<file path="config.mk">
export PLATFORM = sky130hd
export DESIGN_NAME = shhc_queue
export DESIGN_NICKNAME = d
export VERILOG_FILES = /design/src/design/spatial_hash_height_cache_unit_macros.svh /design/src/design/shhc_pkg.sv /design/src/design/shhc_queue.sv
export SDC_FILE = /design/constraint.sdc
export NUM_CORES = 1
export LEC_CHECK = 0
export BUFFER_PORTS_ARGS = -buffer_cell sky130_fd_sc_hd__buf_2
export CAP_MARGIN = 5
export CORE_MARGIN = 2
export CORE_UTILIZATION = 45
export DETAILED_ROUTE_END_ITERATION = 12
export GPL_TIMING_DRIVEN = 0
export PLACE_DENSITY = 0.72
export SLEW_MARGIN = 25
export SYNTH_ARGS = -nofsm -noshare
export SYNTH_HDL_FRONTEND = slang
export SYNTH_SLANG_ARGS = --single-unit
</file>
<file path="constraint.sdc">
create_clock -name clk -period 5 [get_ports clk]
set_input_delay 0.25 -clock clk [delete_from_list [all_inputs] [get_ports clk]]
set_output_delay 0.25 -clock clk [all_outputs]
set_load 0.01 [all_outputs]
</file>
<file path="src/design/spatial_hash_height_cache_unit_macros.svh">
// Assertion macros for the spatial hash height cache modules; used by shhc_back.
// Each macro expects a clock named clk and an active-low reset named rst_n in scope.
`ifndef SPATIAL_HASH_HEIGHT_CACHE_UNIT_MACROS_SVH
`define SPATIAL_HASH_HEIGHT_CACHE_UNIT_MACROS_SVH

// A condition that must hold at every clock edge out of reset.
`define SHHC_ASSERT(label, cond) \
  label: assert property (@(posedge clk) disable iff (!rst_n) (cond)) \
    else $error("shhc: check failed");

// A condition that, when true, must be followed by another in the next cycle.
`define SHHC_ASSERT_NEXT(label, ante, cons) \
  label: assert property (@(posedge clk) disable iff (!rst_n) (ante) |=> (cons)) \
    else $error("shhc: check failed");

`endif

</file>
<file path="src/design/shhc_pkg.sv">
// Package for the spatial hash height cache: sizes, codes, word types.
// Used by every module of the block but shhc_ram; depends on nothing.
`default_nettype none

package shhc_pkg;

  // Number of slots; the slot index is the low bits of the hash, so this is a power of two.
  localparam int ENTRIES   = 512;
  localparam int IDX_W     = $clog2(ENTRIES);
  localparam int FRAC_BITS = 8;

  localparam int COORD_W   = 32;
  // Room for a coordinate times ten.
  localparam int SCALED_W  = COORD_W + 4;
  localparam int RAM_W     = 1 + 3 * COORD_W;

  localparam logic [COORD_W-1:0]  PRIME_X = 32'd73856093;
  localparam logic [COORD_W-1:0]  PRIME_Y = 32'd19349663;
  localparam logic [SCALED_W-1:0] ROUND_BIAS = SCALED_W'((64'd1 << FRAC_BITS) - 64'd1);

  localparam int QDEPTH = 2;
  localparam int QPTR_W = $clog2(QDEPTH);

  localparam int TOL_W = 8;
  localparam logic [TOL_W-1:0] TOL_RESET = 8'd13;

  localparam int CFG_IDX_W = 2;
  localparam logic [CFG_IDX_W-1:0] REG_ENABLE    = 2'd0;
  localparam logic [CFG_IDX_W-1:0] REG_TOLERANCE = 2'd1;

  localparam logic [1:0] OP_LOOKUP = 2'd0;
  localparam logic [1:0] OP_INSERT = 2'd1;
  localparam logic [1:0] OP_CLEAR  = 2'd2;

  typedef struct packed {
    logic [1:0]                operation;
    logic signed [COORD_W-1:0] coord_x;
    logic signed [COORD_W-1:0] coord_y;
    logic signed [COORD_W-1:0] height_in;
  } in_item_t;

  typedef struct packed {
    logic                      hit;
    logic signed [COORD_W-1:0] height_out;
  } out_item_t;

  // What the back end has to do with a queued word.
  typedef enum logic [1:0] {
    K_LOOKUP = 2'd0,
    K_MISS   = 2'd1,
    K_INSERT = 2'd2,
    K_CLEAR  = 2'd3
  } kind_t;

  typedef struct packed {
    kind_t              kind;
    logic [IDX_W-1:0]   idx;
    logic [COORD_W-1:0] x;
    logic [COORD_W-1:0] y;
    logic [COORD_W-1:0] h;
  } cmd_t;

  typedef struct packed {
    logic               valid;
    logic [COORD_W-1:0] x;
    logic [COORD_W-1:0] y;
    logic [COORD_W-1:0] h;
  } slot_t;

endpackage

`default_nettype wire

</file>
<file path="src/design/shhc_queue.sv">
// Short command queue between the front and back ends of the height cache.
// Uses shhc_pkg for the command word and its depth.
`default_nettype none

module shhc_queue (
  input  wire logic           clk,
  input  wire logic           rst_n,
  input  wire logic           push_valid,
  output      logic           push_ready,
  input  wire shhc_pkg::cmd_t push_data,
  output      logic           pop_valid,
  input  wire logic           pop,
  output      shhc_pkg::cmd_t pop_data
);

  import shhc_pkg::*;

  cmd_t               slots_r [QDEPTH];
  logic [QPTR_W-1:0]  wr_ptr_r, rd_ptr_r;
  logic [QPTR_W:0]    count_r, count_nxt;
  logic               do_push, do_pop;

  assign push_ready = count_r != (QPTR_W+1)'(QDEPTH);
  assign pop_valid  = count_r != '0;
  assign do_push    = push_valid && push_ready;
  assign do_pop     = pop && pop_valid;
  assign pop_data   = slots_r[rd_ptr_r];

  always_comb begin
    count_nxt = count_r;
    if (do_push && !do_pop) begin
      count_nxt = count_r + 1'b1;
    end else if (do_pop && !do_push) begin
      count_nxt = count_r - 1'b1;
    end
  end

  always_ff @(posedge clk) begin
    if (!rst_n) begin
      wr_ptr_r <= '0;
      rd_ptr_r <= '0;
      count_r  <= '0;
    end else begin
      count_r <= count_nxt;
      if (do_push) begin
        wr_ptr_r <= wr_ptr_r + 1'b1;
      end
      if (do_pop) begin
        rd_ptr_r <= rd_ptr_r + 1'b1;
      end
    end
  end

  always_ff @(posedge clk) begin
    if (do_push) begin
      slots_r[wr_ptr_r] <= push_data;
    end
  end

endmodule

`default_nettype wire

</file>
==> run summary, run 1 <==
DR iter-0 viols - 198
relative slew slack - 0.712
n_diodes - 0
clock slew at reported path FFs - 0.06 ns
fillers - 1183
largest net degree at the start of global routing - 67
WP data arrival - 1.81 ns
CP Cell Sequence - buf_6 > buf_6 > buf_6 > mux2_4 > buf_2
initial antenna violation count - 0
GP Congestion - 0.698
Post-synth top cells - 214 x edfxtp_1, 77 x mux2_2, 30 x mux2_4, 7 x buf_2
first-pass iteration count of the detailed router - 7
Num CTS Buffers - 23
Via Count - 4591
count leader, synth - edfxtp_1
Crit Path Class - reg -> out
grt ovf - 0
# IOs - 220
post-synthesis average cell area - 22.6 um^2
nature of the critical path startpoint - register
final setup violation count - 0
CTS Sinks - 219
clock buffer depth - 3
Worst VDD drop - 0.000340 V
gr usage total - 0.165
Initial Util - 0.464
Cell Pwr Density - 473 nW/um^2
clk root buf - clkbuf_16
WL final - 16300 um
# hold bufs at CTS - 108
Worst Tran Pin Value - 0.432 ns
Core Region - 17400 um^2
Warnings, synthesis - 0
Hold Vio Cnt, Final - 0
DRC - 0
cell count after synthesis - 357
Setup Skew - 0.0102 ns
Die ar. - 19000 um^2
first-pass GRT wire length - 24300 um
nets - 824
dpl ws - 3.05 ns
Post-synth EDFFs - 214
max frequency - 0.485 GHz
Post-CTS Setup Inserts - 0
Port-buffer cells - 219
Max Cap Viol - 0
DR WL/cell - 17.1 um
area of the multi-input gates - 1460 um^2
share of cells above drive strength 1 - 0.525
Rows - 48
Post-synth ARST share - 0
Setup TNS - 0 ns
Area Growth Syn to Fin - 40.7%
Worst Hold Class - in -> reg
Leak - 4.37 nW
dpl hpwl - 9790 um
Cell variety after synth - 21
Synth area leader - edfxtp_1
DR vias/cell - 4.81
RSZ-0062 raised after global routing - false
Syn Nets - 469
Seq/Total Area, Yosys - 0.808
htree depth - 1
Mapped Area - 8080 um^2
Yosys top cell area share - 0.796
post_cts resized - 0
Die Y - 138 um
Critical Path RT - 4.75 ns
top_reg_cell synth - edfxtp_1
Die X - 138 um
register area - 6530 um^2
Worst path max stage delay - 0.32 ns
CP Capture Type - output port
Final Cycle Share - 0.412
worst-skew pair later-pin latency - 0.50 ns
synth top area cells - edfxtp_1 80%, mux2_2 11%, mux2_4 5.6%
Worst path most repeated cell - buf_6
crit-path max FO - 10
run status - complete, no violations
vias in the first global route - 5013
Period minus WS final - 2.06 ns
antenna-violating nets left - 0
#FFs+latches synth - 219
post-route setup slack - 2.94 ns
Slew Viols, Final - 0
slowest CP cell - dfxtp_1
CTS tree - done
==> cells in the final DEF (no fill, tap or decap), drive strengths merged, types with 4 or more instances in the layout <==
| cell type | synthesis | layout |
|---|---|---|
| and2 | 4 | 4 |
| dfxtp | 5 | 5 |
| buf | 12 | 234 |
| edfxtp | 214 | 214 |
| clkbuf | 0 | 29 |
| dlygate4sd3 | 0 | 108 |
| mux2 | 107 | 107 |
| clkinv | 0 | 9 |
==> metrics by stage <==
| step | power (mW) | std cells | utilization | cell area [um^2] | hold slack [ns] |
|---|---|---|---|---|---|
| 2_1_floorplan | 3.22 | 357 | - | 8080 | 0.349 |
| 3_3_place_gp | 3.68 | 801 | 0.543 | 9460 | 0.437 |
| 3_5_place_dp | 3.70 | 804 | 0.548 | 9540 | 0.441 |
| 4_1_cts | 5.42 | 954 | 0.652 | 11400 | 0.0736 |
| 5_1_grt | 5.61 | 954 | 0.652 | 11400 | 0.0999 |
| 6_report | 5.37 | 954 | 0.652 | 11400 | 0.0879 |
==> critical path: cells and delay by family, from the launching register on <==
| kind | cells | cell delay (ns) |
|---|---|---|
| flops | 1 | 0.32 |
| buf+inv | 4 | 0.68 |
| mux | 1 | 0.31 |
==> flip-flops by register name, summed over array words and instances (netlist names), named ones only <==
| signal | cells |
|---|---|
| rd_ptr_r | 1 |
| count_r | 2 |
| wr_ptr_r | 1 |
| slots_r | 214 |
==> cells by family after synthesis <==
logic type	Yosys count	share of synthesized area
xor+xnor	3	0.00325
fa+ha+maj	1	0.00155
buf+inv	13	0.0118
compound gates	5	0.00434
mux	107	0.163
simple gates	9	0.00806
flops	219	0.808
==> final timing paths <==
path	start	endpoint	slack, ns	cells past startpoint
hold / removal	push_valid	wr_ptr_r$_SDFFE_PN0P_	0.09	3
setup / recovery	register	pop_data[59]	2.94	5
hold reg to reg	count_r[1]$_SDFFE_PN0P_	count_r[1]$_SDFFE_PN0P_	0.58	2
setup reg to reg	count_r[0]$_SDFFE_PN0P_	slots_r[0][79]$_DFFE_PP_	3.07	4
==> power by group <==
group          internal [mW]  switching [mW]  total (mW)
sequential              2.29          0.0612        2.35
clock                  0.981           0.666        1.65
combinational          0.691           0.679        1.37
total                   3.96            1.41        5.37
==> routing by layer <==
layer	wire length, um	track usage	up-vias
li1	-	-	2132
met1	6150	0.179	2240
met2	8450	0.307	180
met3	1140	0.0471	39
met4	560	0.0601	0
met5	0	0	-
==> cell type report <==
cell class / instances / area share
well taps: 225 / 0.0248
plain buffers: 12 / 0.00804
clock inverters: 13 / 0.0109
flip-flops and latches: 219 / 0.574
clock buffers: 29 / 0.0544
inverters: 1 / 0.000771
repair buffers: 330 / 0.198
multi-input cells: 125 / 0.129
(Power assumes the default switching activity.)
==> inputs of run 2 (changes only) <==
--- a/config.mk
+++ b/config.mk
@@ -11,7 +11,7 @@
 export CORE_UTILIZATION = 45
 export DETAILED_ROUTE_END_ITERATION = 12
 export GPL_TIMING_DRIVEN = 0
-export PLACE_DENSITY = 0.72
+export PLACE_DENSITY = 0.75
 export SLEW_MARGIN = 25
 export SYNTH_ARGS = -nofsm -noshare
 export SYNTH_HDL_FRONTEND = slang
==> constraint.sdc (replaced) <==
create_clock -name clk -period 1.7 [get_ports clk]
set_input_delay 0.085 -clock clk [delete_from_list [all_inputs] [get_ports clk]]
set_output_delay 0.085 -clock clk [all_outputs]
set_load 0.01 [all_outputs]
==> run 2 against run 1 <==
  * The flow now finishes with violations (negative setup slack)
  * Critical endpoint is now pop_data[66]
  * Sequential cell count is the same
  * Worst hold slack got worse by 0.0099 ns
  * Critical path depth did not move
==> run summary, run 2 (synthesized netlist as in run 1, its figures left out) <==
Period minus WS final - 1.79 ns
internal power - 12.0 mW (+200%)
# IOs - 220 (unchanged)
slowest CP cell - dfxtp_2
Core Region - 17400 um^2 (unchanged)
clock buffer depth - 3 (unchanged)
nature of the critical path startpoint - register
relative slew slack - 0.782 (+0.0705)
DR WL/cell - 18.5 um (+8.1%)
htree depth - 1 (unchanged)
WP data arrival - 1.70 ns (-0.11 ns)
post-route setup slack - -0.0890 ns (-3.03 ns)
share of cells above drive strength 1 - 0.525 (-0.000854)
CP Capture Type - output port
gr usage total - 0.174 (+0.00821)
Area Growth Syn to Fin - 45.7%
Via Count - 4672 (+1.8%)
WL final - 17700 um (+8.8%)
Port-buffer cells - 219 (unchanged)
most common cell after layout, fill and taps aside - edfxtp_1
worst-skew pair later-pin latency - 0.50 ns (about the same)
max FFs per register - 214 (unchanged)
Die Y - 138 um (unchanged)
initial antenna violation count - 1 (+1)
Top Registers - slots_r x214, count_r x2
Slew Viols, Final - 0 (unchanged)
vias in the first global route - 5003 (-0.20%)
Setup TNS - -5.43 ns (-5.43 ns)
Reg power frac - 0.426 (-0.012)
Crit Path Class - reg -> out
Setup Skew - 0.0133 ns (+0.00306 ns)
GP Congestion - 0.734 (+5.1%)
failing checks - negative setup slack
Most flops, register - slots_r
Num CTS Buffers - 22 (-4.3%)
fillers - 1094 (-7.5%)
max frequency - 0.559 GHz
Worst Hold Class - in -> reg
first-pass GRT wire length - 25400 um (+4.3%)
Worst Tran Pin Value - 0.327 ns (-0.106 ns)
dpl hpwl - 10200 um (+4.7%)
CP Cell Sequence - buf_12 > buf_12 > clkbuf_16 > mux2_4 > buf_6
grt ovf - 0 (unchanged)
Die ar. - 19000 um^2 (unchanged)
crit-path max FO - 9 (-1)
Initial Util - 0.464 (unchanged)
Die X - 138 um (unchanged)
final core occ - 0.676 (+0.0234)
nets - 834 (+1.2%)
Max Cap Viol - 0 (unchanged)
largest net degree at the start of global routing - 45 (-33%)
first-pass iteration count of the detailed router - 4 (-3)
Rows - 48 (unchanged)
RSZ-0062 raised after global routing - true
NetSw - 4.27 mW (+200%)
Leak - 4.52 nW (+3.2%)
power share of the clock group - 0.273 (-0.034)
CTS tree - done
Critical Path RT - 1.62 ns (-3.13 ns)
run status - finished with violations
Worst VDD drop - 0.00102 V (+200%)
DR iter-0 viols - 221 (+12%)
Hold Vio Cnt, Final - 0 (unchanged)
WHS - 0.0781 ns (-0.00987 ns)
clk root buf - clkbuf_16
most frequent cells in the layout - 214 x edfxtp_1, 182 x buf_2, 109 x dlygate4sd3_1
DR vias/cell - 4.87 (+1.1%)
CTS Sinks - 219 (unchanged)
Gate power share - 0.301 (+0.046)
Worst path max stage delay - 0.34 ns (+0.02 ns)
clock slew at reported path FFs - 0.06 ns (about the same)
Cell Pwr Density - 1380 nW/um^2 (+190%)
Final Cycle Share - 1.05
Worst path most repeated cell - buf_12
switch share - 0.262 (about the same)
antenna-violating nets left - 0 (unchanged)
DRC - 0 (unchanged)
final setup violation count - 105 (+105)
[run 2: cell count changes in the layout (fill, tap and decap cells not counted), sizes merged]
cell / previous run / this run
dlygate4sd3: 108 / 109
inv: 2 / 0
clkbuf: 29 / 30
clkinvlp: 1 / 2
bufinv: 2 / 1
diode: 0 / 1
buf: 234 / 238
and3: 1 / 2
[run 2: what timing repair did]
| item | 4_1_cts | 5_1_grt |
|---|---|---|
| endpoints found under the hold margin | 219 | 0 |
| cloned | 1 | 5 |
| hold buffers | 109 | 0 |
| setup buffers | 3 | 0 |
| gates resized for setup | 59 | 6 |
| pin swaps | 0 | 0 |
| endpoints found under the setup margin | 196 | 175 |
[run 2: per-layer routing]
| layer | vias to the layer above | routed length [um] | global-route usage | part of all wire |
|---|---|---|---|---|
| met5 | - | 0 | 0 | 0 |
| met4 | 0 | 512 | 0.0595 | 0.029 |
| met3 | 43 | 1360 | 0.0526 | 0.076 |
| met2 | 185 | 9260 | 0.315 | 0.52 |
| met1 | 2290 | 6620 | 0.194 | 0.37 |
| li1 | 2154 | - | - | - |
[run 2: final cells by class]
cell class,count,area (um^2),share of cell area
Buffer,12,160,0.0136
Sequential cell,219,6530,0.555
Antenna cell,1,2.50,0.000213
Clock buffer,26,587,0.0499
Multi-Input combinational cell,126,1500,0.127
Tap cell,225,282,0.0239
Inverter,1,7.51,0.000638
Timing Repair inverter,1,7.51,0.000638
Timing Repair Buffer,339,2630,0.224
Clock inverter,10,67.6,0.00574
[run 2: power groups by stage]
stage	Clock [mW]	Combinational, mW	Sequential, mW
4_1_cts	4.53	4.70	6.93
3_5_place_dp	0	3.90	7.03
3_3_place_gp	0	3.70	7.05
6_report	4.46	4.90	6.94
2_1_floorplan	0	2.44	7.01
5_1_grt	4.77	5.24	6.99
[run 2: worst paths after layout]
| kind | startpoint | cells past startpoint | slack (ns) | endpoint |
|---|---|---|---|---|
| min | pop | 4 | 0.08 | rd_ptr_r$_SDFFE_PN0P_ |
| max reg2reg | count_r[1]$_SDFFE_PN0P_ | 5 | 0.05 | count_r[1]$_SDFFE_PN0P_ |
| min reg2reg | count_r[1]$_SDFFE_PN0P_ | 2 | 0.57 | count_r[1]$_SDFFE_PN0P_ |
| max | register | 5 | -0.09 | pop_data[66] |
[run 2: through the flow]
| step | worst slack [ns] | power, mW | cells | area (um^2) |
|---|---|---|---|---|
| 2_1_floorplan | -0.904 | 9.45 | 357 | 8080 |
| 3_3_place_gp | -1.68 | 10.8 | 801 | 9460 |
| 6_report | -0.0890 | 16.3 | 960 | 11800 |
| 4_1_cts | -0.125 | 16.2 | 955 | 11700 |
| 5_1_grt | -0.127 | 17.0 | 960 | 11800 |
| 3_5_place_dp | -0.237 | 10.9 | 806 | 9570 |
[run 2: critical path, delay by kind of cell, from the launching register on]
kind / cells / cell delay (ns)
mux: 1 / 0.30
buf+inv: 4 / 0.55
flops: 1 / 0.34
