`src/design/spatial_hash_height_cache_unit_macros.svh`:
```
// Assertion macros for the spatial hash height cache modules; used by shhc_back.
// Each macro expects a clock named clk and an active-low reset named rst_n in scope.
`ifndef SPATIAL_HASH_HEIGHT_CACHE_UNIT_MACROS_SVH
`define SPATIAL_HASH_HEIGHT_CACHE_UNIT_MACROS_SVH

// A condition that must hold at every clock edge out of reset.
`define SHHC_ASSERT(label, cond) \
  label: assert property (@(posedge clk) disable iff (!rst_n) (cond)) \
    else $error("shhc: check failed");

// A condition that, when true, must be followed by another in the next cycle.
`define SHHC_ASSERT_NEXT(label, ante, cons) \
  label: assert property (@(posedge clk) disable iff (!rst_n) (ante) |=> (cons)) \
    else $error("shhc: check failed");

`endif

```
`src/design/shhc_pkg.sv`:
```
// Package for the spatial hash height cache: sizes, codes, word types.
// Used by every module of the block but shhc_ram; depends on nothing.
`default_nettype none

package shhc_pkg;

  // Number of slots; the slot index is the low bits of the hash, so this is a power of two.
  localparam int ENTRIES   = 512;
  localparam int IDX_W     = $clog2(ENTRIES);
  localparam int FRAC_BITS = 8;

  localparam int COORD_W   = 32;
  // Room for a coordinate times ten.
  localparam int SCALED_W  = COORD_W + 4;
  localparam int RAM_W     = 1 + 3 * COORD_W;

  localparam logic [COORD_W-1:0]  PRIME_X = 32'd73856093;
  localparam logic [COORD_W-1:0]  PRIME_Y = 32'd19349663;
  localparam logic [SCALED_W-1:0] ROUND_BIAS = SCALED_W'((64'd1 << FRAC_BITS) - 64'd1);

  localparam int QDEPTH = 2;
  localparam int QPTR_W = $clog2(QDEPTH);

  localparam int TOL_W = 8;
  localparam logic [TOL_W-1:0] TOL_RESET = 8'd13;

  localparam int CFG_IDX_W = 2;
  localparam logic [CFG_IDX_W-1:0] REG_ENABLE    = 2'd0;
  localparam logic [CFG_IDX_W-1:0] REG_TOLERANCE = 2'd1;

  localparam logic [1:0] OP_LOOKUP = 2'd0;
  localparam logic [1:0] OP_INSERT = 2'd1;
  localparam logic [1:0] OP_CLEAR  = 2'd2;

  typedef struct packed {
    logic [1:0]                operation;
    logic signed [COORD_W-1:0] coord_x;
    logic signed [COORD_W-1:0] coord_y;
    logic signed [COORD_W-1:0] height_in;
  } in_item_t;

  typedef struct packed {
    logic                      hit;
    logic signed [COORD_W-1:0] height_out;
  } out_item_t;

  // What the back end has to do with a queued word.
  typedef enum logic [1:0] {
    K_LOOKUP = 2'd0,
    K_MISS   = 2'd1,
    K_INSERT = 2'd2,
    K_CLEAR  = 2'd3
  } kind_t;

  typedef struct packed {
    kind_t              kind;
    logic [IDX_W-1:0]   idx;
    logic [COORD_W-1:0] x;
    logic [COORD_W-1:0] y;
    logic [COORD_W-1:0] h;
  } cmd_t;

  typedef struct packed {
    logic               valid;
    logic [COORD_W-1:0] x;
    logic [COORD_W-1:0] y;
    logic [COORD_W-1:0] h;
  } slot_t;

endpackage

`default_nettype wire

```
`src/design/shhc_front.sv`:
```
// Front end: configuration registers, input acceptance, classification and the
// three-stage slot hash pipeline feeding the command queue. Uses shhc_pkg.
`default_nettype none

module shhc_front (
  input  wire logic                            clk,
  input  wire logic                            rst_n,
  input  wire logic                            in_valid,
  output      logic                            in_ready,
  input  wire shhc_pkg::in_item_t              in_data,
  input  wire logic                            cfg_valid,
  input  wire logic [shhc_pkg::CFG_IDX_W-1:0]  cfg_index,
  input  wire logic [shhc_pkg::TOL_W-1:0]      cfg_data,
  input  wire logic                            init_busy,
  output      logic [shhc_pkg::TOL_W-1:0]      tolerance,
  output      logic                            push_valid,
  input  wire logic                            push_ready,
  output      shhc_pkg::cmd_t                  push_data
);

  import shhc_pkg::*;

  logic             enable_r;
  logic [TOL_W-1:0] tol_r;

  always_ff @(posedge clk) begin
    if (!rst_n) begin
      enable_r <= 1'b1;
      tol_r    <= TOL_RESET;
    end else if (cfg_valid) begin
      case (cfg_index)
        REG_ENABLE:    enable_r <= cfg_data[0];
        REG_TOLERANCE: tol_r    <= cfg_data;
        default:       ;
      endcase
    end
  end

  assign tolerance = tol_r;

  // Stage valid and keep flags; a word without keep makes no queue entry.
  logic v1_r, v2_r, v3_r;
  logic k1_r, k2_r, k3_r;
  kind_t kind1_r, kind2_r, kind3_r;
  logic [COORD_W-1:0] x1_r, y1_r, h1_r;
  logic [COORD_W-1:0] x2_r, y2_r, h2_r;
  logic [COORD_W-1:0] x3_r, y3_r, h3_r;
  logic [COORD_W-1:0] sx2_r, sy2_r;
  logic [COORD_W-1:0] hx3_r, hy3_r;

  logic  adv;
  logic  in_fire;
  kind_t kind1_nxt;
  logic  k1_nxt;

  assign adv      = !v3_r || !k3_r || push_ready;
  assign in_ready = adv && !init_busy;
  assign in_fire  = in_valid && in_ready;

  always_comb begin
    kind1_nxt = K_LOOKUP;
    k1_nxt    = 1'b1;
    case (in_data.operation)
      OP_LOOKUP: kind1_nxt = enable_r ? K_LOOKUP : K_MISS;
      OP_INSERT: begin
        kind1_nxt = K_INSERT;
        k1_nxt    = enable_r;
      end
      OP_CLEAR:  kind1_nxt = K_CLEAR;
      default:   k1_nxt    = 1'b0;
    endcase
  end

  // Coordinate times ten, divided by the fraction scale with truncation toward zero.
  function automatic logic [COORD_W-1:0] scale_ten(input logic [COORD_W-1:0] c);
    logic signed [SCALED_W-1:0] ce;
    logic signed [SCALED_W-1:0] p;
    logic signed [SCALED_W-1:0] q;
    ce = $signed({{(SCALED_W-COORD_W){c[COORD_W-1]}}, c});
    p  = (ce <<< 3) + (ce <<< 1);
    if (p[SCALED_W-1]) begin
      p = p + $signed(ROUND_BIAS);
    end
    q = p >>> FRAC_BITS;
    return q[COORD_W-1:0];
  endfunction

  logic [COORD_W-1:0] sx_nxt, sy_nxt, hx_nxt, hy_nxt, hash;

  assign sx_nxt = scale_ten(x1_r);
  assign sy_nxt = scale_ten(y1_r);
  assign hx_nxt = sx2_r * PRIME_X;
  assign hy_nxt = sy2_r * PRIME_Y;
  assign hash   = hx3_r ^ hy3_r;

  always_ff @(posedge clk) begin
    if (!rst_n) begin
      v1_r <= 1'b0;
      v2_r <= 1'b0;
      v3_r <= 1'b0;
    end else if (adv) begin
      v1_r <= in_fire;
      v2_r <= v1_r;
      v3_r <= v2_r;
    end
  end

  always_ff @(posedge clk) begin
    if (adv) begin
      k1_r    <= k1_nxt;
      kind1_r <= kind1_nxt;
      x1_r    <= in_data.coord_x;
      y1_r    <= in_data.coord_y;
      h1_r    <= in_data.height_in;
      k2_r    <= k1_r;
      kind2_r <= kind1_r;
      x2_r    <= x1_r;
      y2_r    <= y1_r;
      h2_r    <= h1_r;
      sx2_r   <= sx_nxt;
      sy2_r   <= sy_nxt;
      k3_r    <= k2_r;
      kind3_r <= kind2_r;
      x3_r    <= x2_r;
      y3_r    <= y2_r;
      h3_r    <= h2_r;
      hx3_r   <= hx_nxt;
      hy3_r   <= hy_nxt;
    end
  end

  assign push_valid     = v3_r && k3_r;
  assign push_data.kind = kind3_r;
  assign push_data.idx  = hash[IDX_W-1:0];
  assign push_data.x    = x3_r;
  assign push_data.y    = y3_r;
  assign push_data.h    = h3_r;

endmodule

`default_nettype wire

```
`config.mk`:
```
export PLATFORM = sky130hd
export DESIGN_NAME = shhc_front
export DESIGN_NICKNAME = d
export VERILOG_FILES = /design/src/design/spatial_hash_height_cache_unit_macros.svh /design/src/design/shhc_pkg.sv /design/src/design/shhc_front.sv
export SDC_FILE = /design/constraint.sdc
export NUM_CORES = 1
export LEC_CHECK = 0
export BUFFER_PORTS_ARGS = -buffer_cell sky130_fd_sc_hd__buf_4
export CAP_MARGIN = 10
export CELL_PAD_IN_SITES_DETAIL_PLACEMENT = 2
export CELL_PAD_IN_SITES_GLOBAL_PLACEMENT = 2
export CORE_MARGIN = 8
export CORE_UTILIZATION = 44
export CTS_CLUSTER_DIAMETER = 200
export CTS_CLUSTER_SIZE = 12
export DETAILED_ROUTE_END_ITERATION = 8
export PLACE_DENSITY = 0.94
export SYNTH_ARGS = -nofsm -noshare
export SYNTH_HDL_FRONTEND = slang
export SYNTH_SLANG_ARGS = --single-unit
```
`constraint.sdc`:
```
create_clock -name clk -period 24.5 [get_ports clk]
set_input_delay 4.9 -clock clk [delete_from_list [all_inputs] [get_ports clk]]
set_output_delay 4.9 -clock clk [all_outputs]
set_load 0.01 [all_outputs]
```
==> metrics.txt, run 1 <==
Leak=between 6 and 7 nW; worst setup path end=in_ready; post-synthesis adder-cell area fraction=0.101; DRT Pass-1 Iters=6; Synth Instances=between 700 and 800; total wire length=between 40 and 50 mm; Multi-input gate area=3150 sq um; vias in the first global route=between 8000 and 9000; Yosys top cell by area=edfxtp_1; slowest CP cell=nor2b_1; CP Depth=4; Comb power frac=0.370; CTS tree=built; Net Count, Synth=946; Clk pwr share=0.233; cts bufs inserted=34; clock-pin slew on the worst setup and hold paths=~60 ps; share of cells above drive strength 1=0.287; Compound-Gate Fraction of Synth Area=0.0407; PD cells=119 nW/um^2; Crit path required time=19600 ps; initial core utilization=0.446; number of synthesized flops with an enable pin=333; Max Root-Sink Buffers=3; largest net degree at the start of global routing=110; Reg2Reg Depth=13; Fill cells=2632; dpl cell area=15900 sq um; Worst setup SP type=input pin; clk sinks=around 350; Setup violations, final=0; worst skew pair latency=around 520 ps; Pwr Total=between 0.0015 and 0.002 W; area grow syn2layout=23.4%; Core Footprint=between 30000 and 40000 sq um; Post-Synth Simple-Gate Area=0.0369; Port Buffers=230; ranking of synthesized cells by area=edfxtp_1 (73%), ha_1 (6.4%), fa_1 (3.7%); design area=around 17000 sq um; io pins=about 230; Synth cell types=59; drt drc=0; final period utilization=0.440; antenna viol nets, final=0; setup TNS=0 ps; Die Area=approximately 37000 sq um; r2r startpoint=sy2_r[3]; gr usage total=0.225; Hold Crit Class=flip-flop to flip-flop; Power Internal=approximately 0.0013 W; post-DR wirelength/cell=slightly below 30 um; Layout Cells excl Fill=~1400; final hold violation count=0; Antenna diodes=0; Crit Path Class=input pin to output pin; Min Clock Period, post-route=approximately 11000 ps; Syn. warnings=0; Post-synth ARST share=0; Max Cap Violations=0; status=finished, final reports clean; Yosys top cell area share=0.735; post-CTS setup buffer count=0; nets=1213; FP Rows=64; Inst Count DP=between 1000 and 1500; post-synthesis sequential area ratio=0.752; Critical Path, Cell by Cell=buf_4 > nor2b_1 > nor2_1 > buf_4; Worst Tran Pin Value=between 900 and 1000 ps; dominant synthesized flop cell=edfxtp_1; net switching share of the total power=0.334; post_cts resized=0; Layout Skew=between 15 and 20 ps; reg2reg end=hy3_r[8]; detailed-route vias per instance=roughly 5.2; Max-slew headroom=0.381; CP max stage delay=about 600 ps; FF+latch count, synth=345; CP dominant cell by count=buf_4; CP arrival=between 5000 and 6000 ps; via count=~7400; fmax=roughly 90 MHz; register area=just over 10000 sq um; Crit Path Max Fanout=6; Worst VDD drop=about 0.067 mV; sw power=~0.00067 W; Initial DRC Count=315; placed wire-length estimate=between 30 and 40 mm; Die Y=192 um; GPL Wtd Cong=a little under 0.8; largest family of logic cells by synthesized area=adder cells; RSZ-0062 raised after global routing=false; htree depth=2; synth cell count leaders=edfxtp_1 (333), ha_1 (70), inv_1 (57), xnor2_1 (45); family with the most delay on the worst path=simple AND/OR/NAND/NOR gates; Slew Viols, Final=0; CTS Hold Bufs=0; CP bufs+invs=2; mux share of post-synthesis cell area=0.00735; register share of total power=0.396; FF-to-FF setup slack=about 20000 ps; first-pass GRT wire length=58.9 mm; Synth Cell Area=~14000 sq um; total gr overflow=0; crit end category=output pin; Die Span X=approximately 190 um; post-synthesis xor/xnor area fraction=0.0450; initial antenna violation count=1; clk root buf=clkbuf_16; Syn Area/Cell=roughly 18 sq um; count leader, synth=edfxtp_1; CP startpoint=push_ready
[stage by stage]
| stage | setup WS, ps | hold WS [ps] | utilization |
|---|---|---|---|
| floorplan | 12320 | 400 | - |
| global placement | 13810 | 400 | 0.520 |
| detailed placement | 13730 | 405 | 0.520 |
| CTS | 13730 | 417 | 0.549 |
| global route | 13620 | 423 | 0.550 |
| finish | 13710 | 416 | 0.550 |
[power by group through the flow]
stage          sequential [W]  clock (W)  combinational, W
2_1_floorplan        0.000787          0          0.000454
3_3_place_gp         0.000789          0          0.000618
3_5_place_dp         0.000803          0          0.000738
4_1_cts              0.000792   0.000475          0.000755
5_1_grt              0.000795   0.000494          0.000816
6_report             0.000790   0.000465          0.000739
[kinds of logic (layout without fill, tap and decap cells)]
kind of cell	count (synthesis)	count (layout)
flip-flops	345	345
XOR/XNOR	70	70
buffers and inverters	60	334
multiplexers	10	10
AND/OR/NAND/NOR	85	85
AO/OA/AOI/OAI	72	72
adder cells (fa/ha/maj)	95	95
[state kept, by name (all words and copies together) (netlist names), 32 cells and up]
name / flops
x2_r: 32
h2_r: 32
y1_r: 32
y3_r: 32
h1_r: 32
x1_r: 32
h3_r: 32
x3_r: 32
y2_r: 32
[per-layer routing]
| metal | GRT usage | wire length [um] | vias to the layer above |
|---|---|---|---|
| li1 | - | - | 3269 |
| met2 | 0.465 | 24800 | 216 |
| met3 | 0.0439 | 1880 | 82 |
| met4 | 0.107 | 1840 | 2 |
| met5 | 0 | 10 | - |
| met1 | 0.199 | 12800 | 3802 |
[cells in the final DEF (no fill, tap or decap), types with 2 or more instances in the layout]
cell type,n
nand2_1,19
o21bai_1,3
fa_1,25
nor4_1,2
nor2b_1,12
nor3_1,5
and2_1,3
nor3b_1,3
xor2_1,25
inv_1,56
xnor2_1,45
edfxtp_1,333
buf_4,233
a211oi_1,4
o211a_1,2
clkbuf_1,6
ha_1,70
mux2i_1,10
nor4_4,2
a21o_1,11
clkbuf_16,35
o21ai_0,7
nand2b_1,3
a21oi_1,18
dfxtp_1,12
nand3_1,8
o21a_1,3
nor2_1,14
or2_2,3
a2111oi_0,4
[how the worst min path moves through the flow]
stage	start	to	slack (ps)	depth (start not counted)
2_1_floorplan	h1_r[0]	h2_r[0]	400	0
3_3_place_gp	x1_r[25]	x2_r[25]	400	0
3_5_place_dp	x2_r[9]	x3_r[9]	410	0
4_1_cts	h2_r[11]	h3_r[11]	420	0
5_1_grt	kind2_r[0]	kind3_r[0]	420	0
6_report	k2_r	k3_r	420	0
[layout make-up]
class	instances	area share
sequential	345	0.610
multi-input combinational	332	0.187
timing repair buffer	234	0.106
clock buffer	41	0.0535
tap	396	0.0295
inverter	57	0.0132
clock inverter	2	0.000820
Power figures use the tool's default switching activity.
==> run 2, diff against run 1 <==
--- a/config.mk
+++ b/config.mk
@@ -10,11 +10,11 @@
 export CELL_PAD_IN_SITES_DETAIL_PLACEMENT = 2
 export CELL_PAD_IN_SITES_GLOBAL_PLACEMENT = 2
 export CORE_MARGIN = 8
-export CORE_UTILIZATION = 44
+export CORE_UTILIZATION = 37
 export CTS_CLUSTER_DIAMETER = 200
 export CTS_CLUSTER_SIZE = 12
 export DETAILED_ROUTE_END_ITERATION = 8
-export PLACE_DENSITY = 0.94
+export PLACE_DENSITY = 0.85
 export SYNTH_ARGS = -nofsm -noshare
 export SYNTH_HDL_FRONTEND = slang
 export SYNTH_SLANG_ARGS = --single-unit
==> constraint.sdc (replaced) <==
create_clock -name clk -period 9.33 [get_ports clk]
set_input_delay 1.866 -clock clk [delete_from_list [all_inputs] [get_ports clk]]
set_output_delay 1.866 -clock clk [all_outputs]
set_load 0.01 [all_outputs]
==> metrics.txt, run 2 (synthesized netlist as in run 1, its figures left out) <==
final hold violation count=0; FP Rows=70; final period utilization=0.506; initial core utilization=0.374; Slew Viols, Final=0; gr usage total=0.165; share of cells above drive strength 1=0.284; setup TNS=0 ps; Die Span X=a little over 200 um; clock-pin slew on the worst setup and hold paths=around 60 ps; Die Y=208 um; dpl cell area=approximately 16000 sq um; status=finished, final reports clean; Die Area=between 40000 and 50000 sq um; Crit Path Max Fanout=6; Antenna diodes=0; DRT Pass-1 Iters=4; worst hold stages=0; Min Clock Period, post-route=roughly 4700 ps; Setup WS post-layout=about 4600 ps; clk sinks=345; Clk pwr share=0.246; Pwr Total=roughly 0.0050 W; vias in the first global route=8380; clk root buf=clkbuf_16; PD cells=297 nW/um^2; Comb power frac=0.341; Leak=6.87 nW; Max Root-Sink Buffers=3; commonest non-fill, non-tap cells in the layout=edfxtp_1 (333), buf_4 (232), ha_1 (70); register share of total power=0.412; Max Cap Violations=0; commonest non-fill, non-tap cell in the layout=edfxtp_1; Reg2Reg Depth=13; net switching share of the total power=0.312; Crit path required time=approximately 7500 ps; cts bufs inserted=34; Crit Path Class=input pin to output pin; io pins=about 230; total gr overflow=0; worst skew pair latency=between 500 and 600 ps; Hold Crit Class=flip-flop to flip-flop; Max-slew headroom=0.204; Setup violations, final=0; Worst VDD drop=roughly 0.15 mV; CP arrival=around 2900 ps; nets=1211; placed wire-length estimate=26.9 mm; CTS tree=built; post-DR wirelength/cell=about 24 um; initial antenna violation count=0; sw power=between 0.0015 and 0.002 W; fmax=~210 MHz; antenna viol nets, final=0; CTS Hold Bufs=0; htree depth=2; GPL Wtd Cong=around 0.76; Worst Tran Pin Value=around 1200 ps; Core Footprint=36400 sq um; crit end category=output pin; detailed-route vias per instance=4.82; RSZ-0062 raised after global routing=false; post-place setup slack=between 4000 and 5000 ps; Power Internal=roughly 0.0034 W; drt drc=0; post_cts resized=0; design area=between 15000 and 20000 sq um; first-pass GRT wire length=approximately 54 mm; post-CTS setup buffer count=0; via count=7161; Port Buffers=230; Layout Skew=approximately 18 ps; total wire length=35.8 mm; largest net degree at the start of global routing=160; Initial DRC Count=about 310; Worst setup SP type=input pin; area grow syn2layout=24.0%
## run 2: critical path, cell delays in order
cell and delay, ps:
buf_4 110, nor2b_1 600, nor2_1 110, buf_4 180
## run 2: layer usage
metal	routed length (um)	track usage
met1	12400	0.166
met4	870	0.0509
met2	20600	0.325
met3	1880	0.0427
met5	0	0
## run 2: final timing paths
path | from | to | slack [ps]
worst min register to register | x2_r[15] | x3_r[15] | 420
worst max-delay path | push_ready | in_ready | 4600
worst min-delay path | x2_r[15] | x3_r[15] | 420
worst max register to register | sy2_r[3] | hy3_r[8] | 5500
## run 2: final cells by class
cell class	count	area (sq um)
Clock inverter	4	38.8
Clock buffer	47	900
Tap cell	468	586
Fill cell	3425	19600
Sequential cell	345	10200
Multi-Input combinational cell	332	3150
Inverter	57	221
Timing Repair Buffer	232	1740
## run 2: power groups by stage
stage	combinational [W]	sequential [W]	clock (W)
3_5_place_dp	0.00174	0.00210	0
6_report	0.00171	0.00206	0.00123
3_3_place_gp	0.00161	0.00208	0
4_1_cts	0.00178	0.00207	0.00127
5_1_grt	0.00198	0.00208	0.00132
2_1_floorplan	0.00119	0.00207	0
## run 2: metrics by stage
stage | instances | hold WS [ps] | util
floorplan | 737 | 400 | -
global placement | 1434 | 400 | 0.437
detailed placement | 1434 | 406 | 0.437
CTS | 1485 | 419 | 0.463
global route | 1485 | 423 | 0.463
finish | 1485 | 418 | 0.463
==> run 3, diff against run 2 <==
==> constraint.sdc (replaced) <==
create_clock -name clk -period 4.2 [get_ports clk]
set_input_delay 0.84 -clock clk [delete_from_list [all_inputs] [get_ports clk]]
set_output_delay 0.84 -clock clk [all_outputs]
set_load 0.01 [all_outputs]
==> metrics.txt, run 3 (synthesized netlist as in run 1, its figures left out) <==
Antenna diodes=0; commonest non-fill, non-tap cells in the layout=edfxtp_1 (333), buf_4 (238), ha_1 (70); CTS Hold Bufs=0; Power Internal=a little under 0.008 W; post-CTS setup buffer count=0; setup TNS=0 ps; placed wire-length estimate=around 28 mm; final core utilization=0.466; Min Clock Period, post-route=slightly below 4000 ps; cts bufs inserted=34; Initial DRC Count=323; total wire length=between 30 and 40 mm; detailed-route vias per instance=approximately 4.9; PD cells=between 600 and 700 nW/um^2; Clk pwr share=0.248; htree depth=2; final period utilization=0.933; DRT Pass-1 Iters=4; Setup violations, final=0; register share of total power=0.409; Worst VDD drop=around 0.34 mV; post-place setup slack=between 200 and 300 ps; CP arrival=about 4200 ps; Core Footprint=between 30000 and 40000 sq um; area grow syn2layout=24.7%; Worst setup SP type=flip-flop; CTS tree=built; FP Rows=70; Max Root-Sink Buffers=3; CP startpoint=sy2_r[3]; total gr overflow=0; drt drc=0; clock-pin slew on the worst setup and hold paths=approximately 60 ps; gr usage total=0.170; worst skew pair latency=530 ps; FF-to-FF setup slack=between 200 and 300 ps; Inst Count DP=~1400; worst setup path end=hy3_r[8]; commonest non-fill, non-tap cell in the layout=edfxtp_1; initial antenna violation count=3; GPL Wtd Cong=around 0.76; io pins=about 230; final hold violation count=0; largest net degree at the start of global routing=82; Max Cap Violations=0; vias in the first global route=about 8500; post-DR wirelength/cell=between 20 and 25 um; fmax=approximately 260 MHz; first-pass GRT wire length=55.0 mm; post_cts resized=0; clk sinks=around 350; status=finished, final reports clean; Die Span X=roughly 210 um; Layout Skew=21.5 ps; Port Buffers=between 200 and 250; nets=1219; net switching share of the total power=0.312; antenna viol nets, final=0; Die Area=about 43000 sq um; via count=7257; Worst Tran Pin Value=574 ps; Fill cells=3433; worst hold stages=0; Crit Path Max Fanout=5; Layout Cells excl Fill=roughly 1500; crit end category=flip-flop; Slew Viols, Final=0; clk root buf=clkbuf_16; Leak=6.92 nW; Hold Crit Class=flip-flop to flip-flop; r2r startpoint=sy2_r[3]; initial core utilization=0.374; Die Y=between 200 and 250 um; share of cells above drive strength 1=0.290; reg2reg end=hy3_r[8]; sw power=0.00350 W; Comb power frac=0.344; Crit path required time=around 4500 ps; Setup WS post-layout=roughly 280 ps; Max-slew headroom=0.608; Reg2Reg Depth=13; Crit Path Class=flip-flop to flip-flop; RSZ-0062 raised after global routing=false
-- run 3: cell types whose count changed in the layout (fill, tap and decap cells not counted) --
cell,before,now
inv_6,2,0
buf_4,232,238
clkbuf_1,13,12
buf_12,0,2
clkinvlp_4,0,1
clkinv_8,1,2
clkbuf_16,34,35
inv_8,1,0
-- run 3: worst max-delay path, cell delays in order, from the launching register on --
cell and delay, ps:
edfxtp_1 510, fa_1 580, inv_1 50, fa_1 490, inv_1 40, ha_1 270
inv_1 50, fa_1 530, inv_1 70, fa_1 470, a21o_1 180, a21oi_1 170
xnor2_1 160, xnor2_1 90
-- run 3: through the flow --
| step | area (sq um) | total power, W | hold WS [ps] |
|---|---|---|---|
| floorplan | 13600 | 0.00724 | 400 |
| global placement | 16000 | 0.00818 | 400 |
| detailed placement | 16000 | 0.00862 | 405 |
| CTS | 17000 | 0.0115 | 416 |
| global route | 17000 | 0.0120 | 427 |
| finish | 17000 | 0.0112 | 417 |
-- run 3: layout make-up --
| cell class | instances | area (sq um) | area share |
|---|---|---|---|
| Clock inverter | 3 | 37.5 | 0.00221 |
| Inverter | 57 | 218 | 0.0128 |
| Sequential cell | 345 | 10200 | 0.603 |
| Tap cell | 468 | 586 | 0.0345 |
| Multi-Input combinational cell | 332 | 3150 | 0.185 |
| Timing Repair Buffer | 240 | 1830 | 0.108 |
| Clock buffer | 47 | 921 | 0.0543 |
-- run 3: power groups by stage --
stage / clock, W / sequential [W] / combinational, W
final: 0.00277 / 0.00458 / 0.00385
after floorplan: 0 / 0.00459 / 0.00265
after global routing: 0.00298 / 0.00462 / 0.00439
after global placement: 0 / 0.00460 / 0.00358
after CTS: 0.00286 / 0.00459 / 0.00401
after detailed placement: 0 / 0.00466 / 0.00396
-- run 3: layer usage --
metal / vias up / part of all wire / global-route usage
li1: 3292 / - / -
met1: 3696 / 0.33 / 0.159
met2: 189 / 0.57 / 0.338
met3: 74 / 0.063 / 0.0498
met4: 6 / 0.033 / 0.0639
met5: - / 0.00092 / 0
-- run 3: how the worst min path moves through the flow --
| stage | start | to | slack (ps) |
|---|---|---|---|
| detailed placement | h1_r[11] | h2_r[11] | 410 |
| global placement | y1_r[17] | y2_r[17] | 400 |
| floorplan | h1_r[0] | h2_r[0] | 400 |
| finish | h1_r[17] | h2_r[17] | 420 |
| global route | x2_r[5] | x3_r[5] | 430 |
| CTS | h1_r[17] | h2_r[17] | 420 |
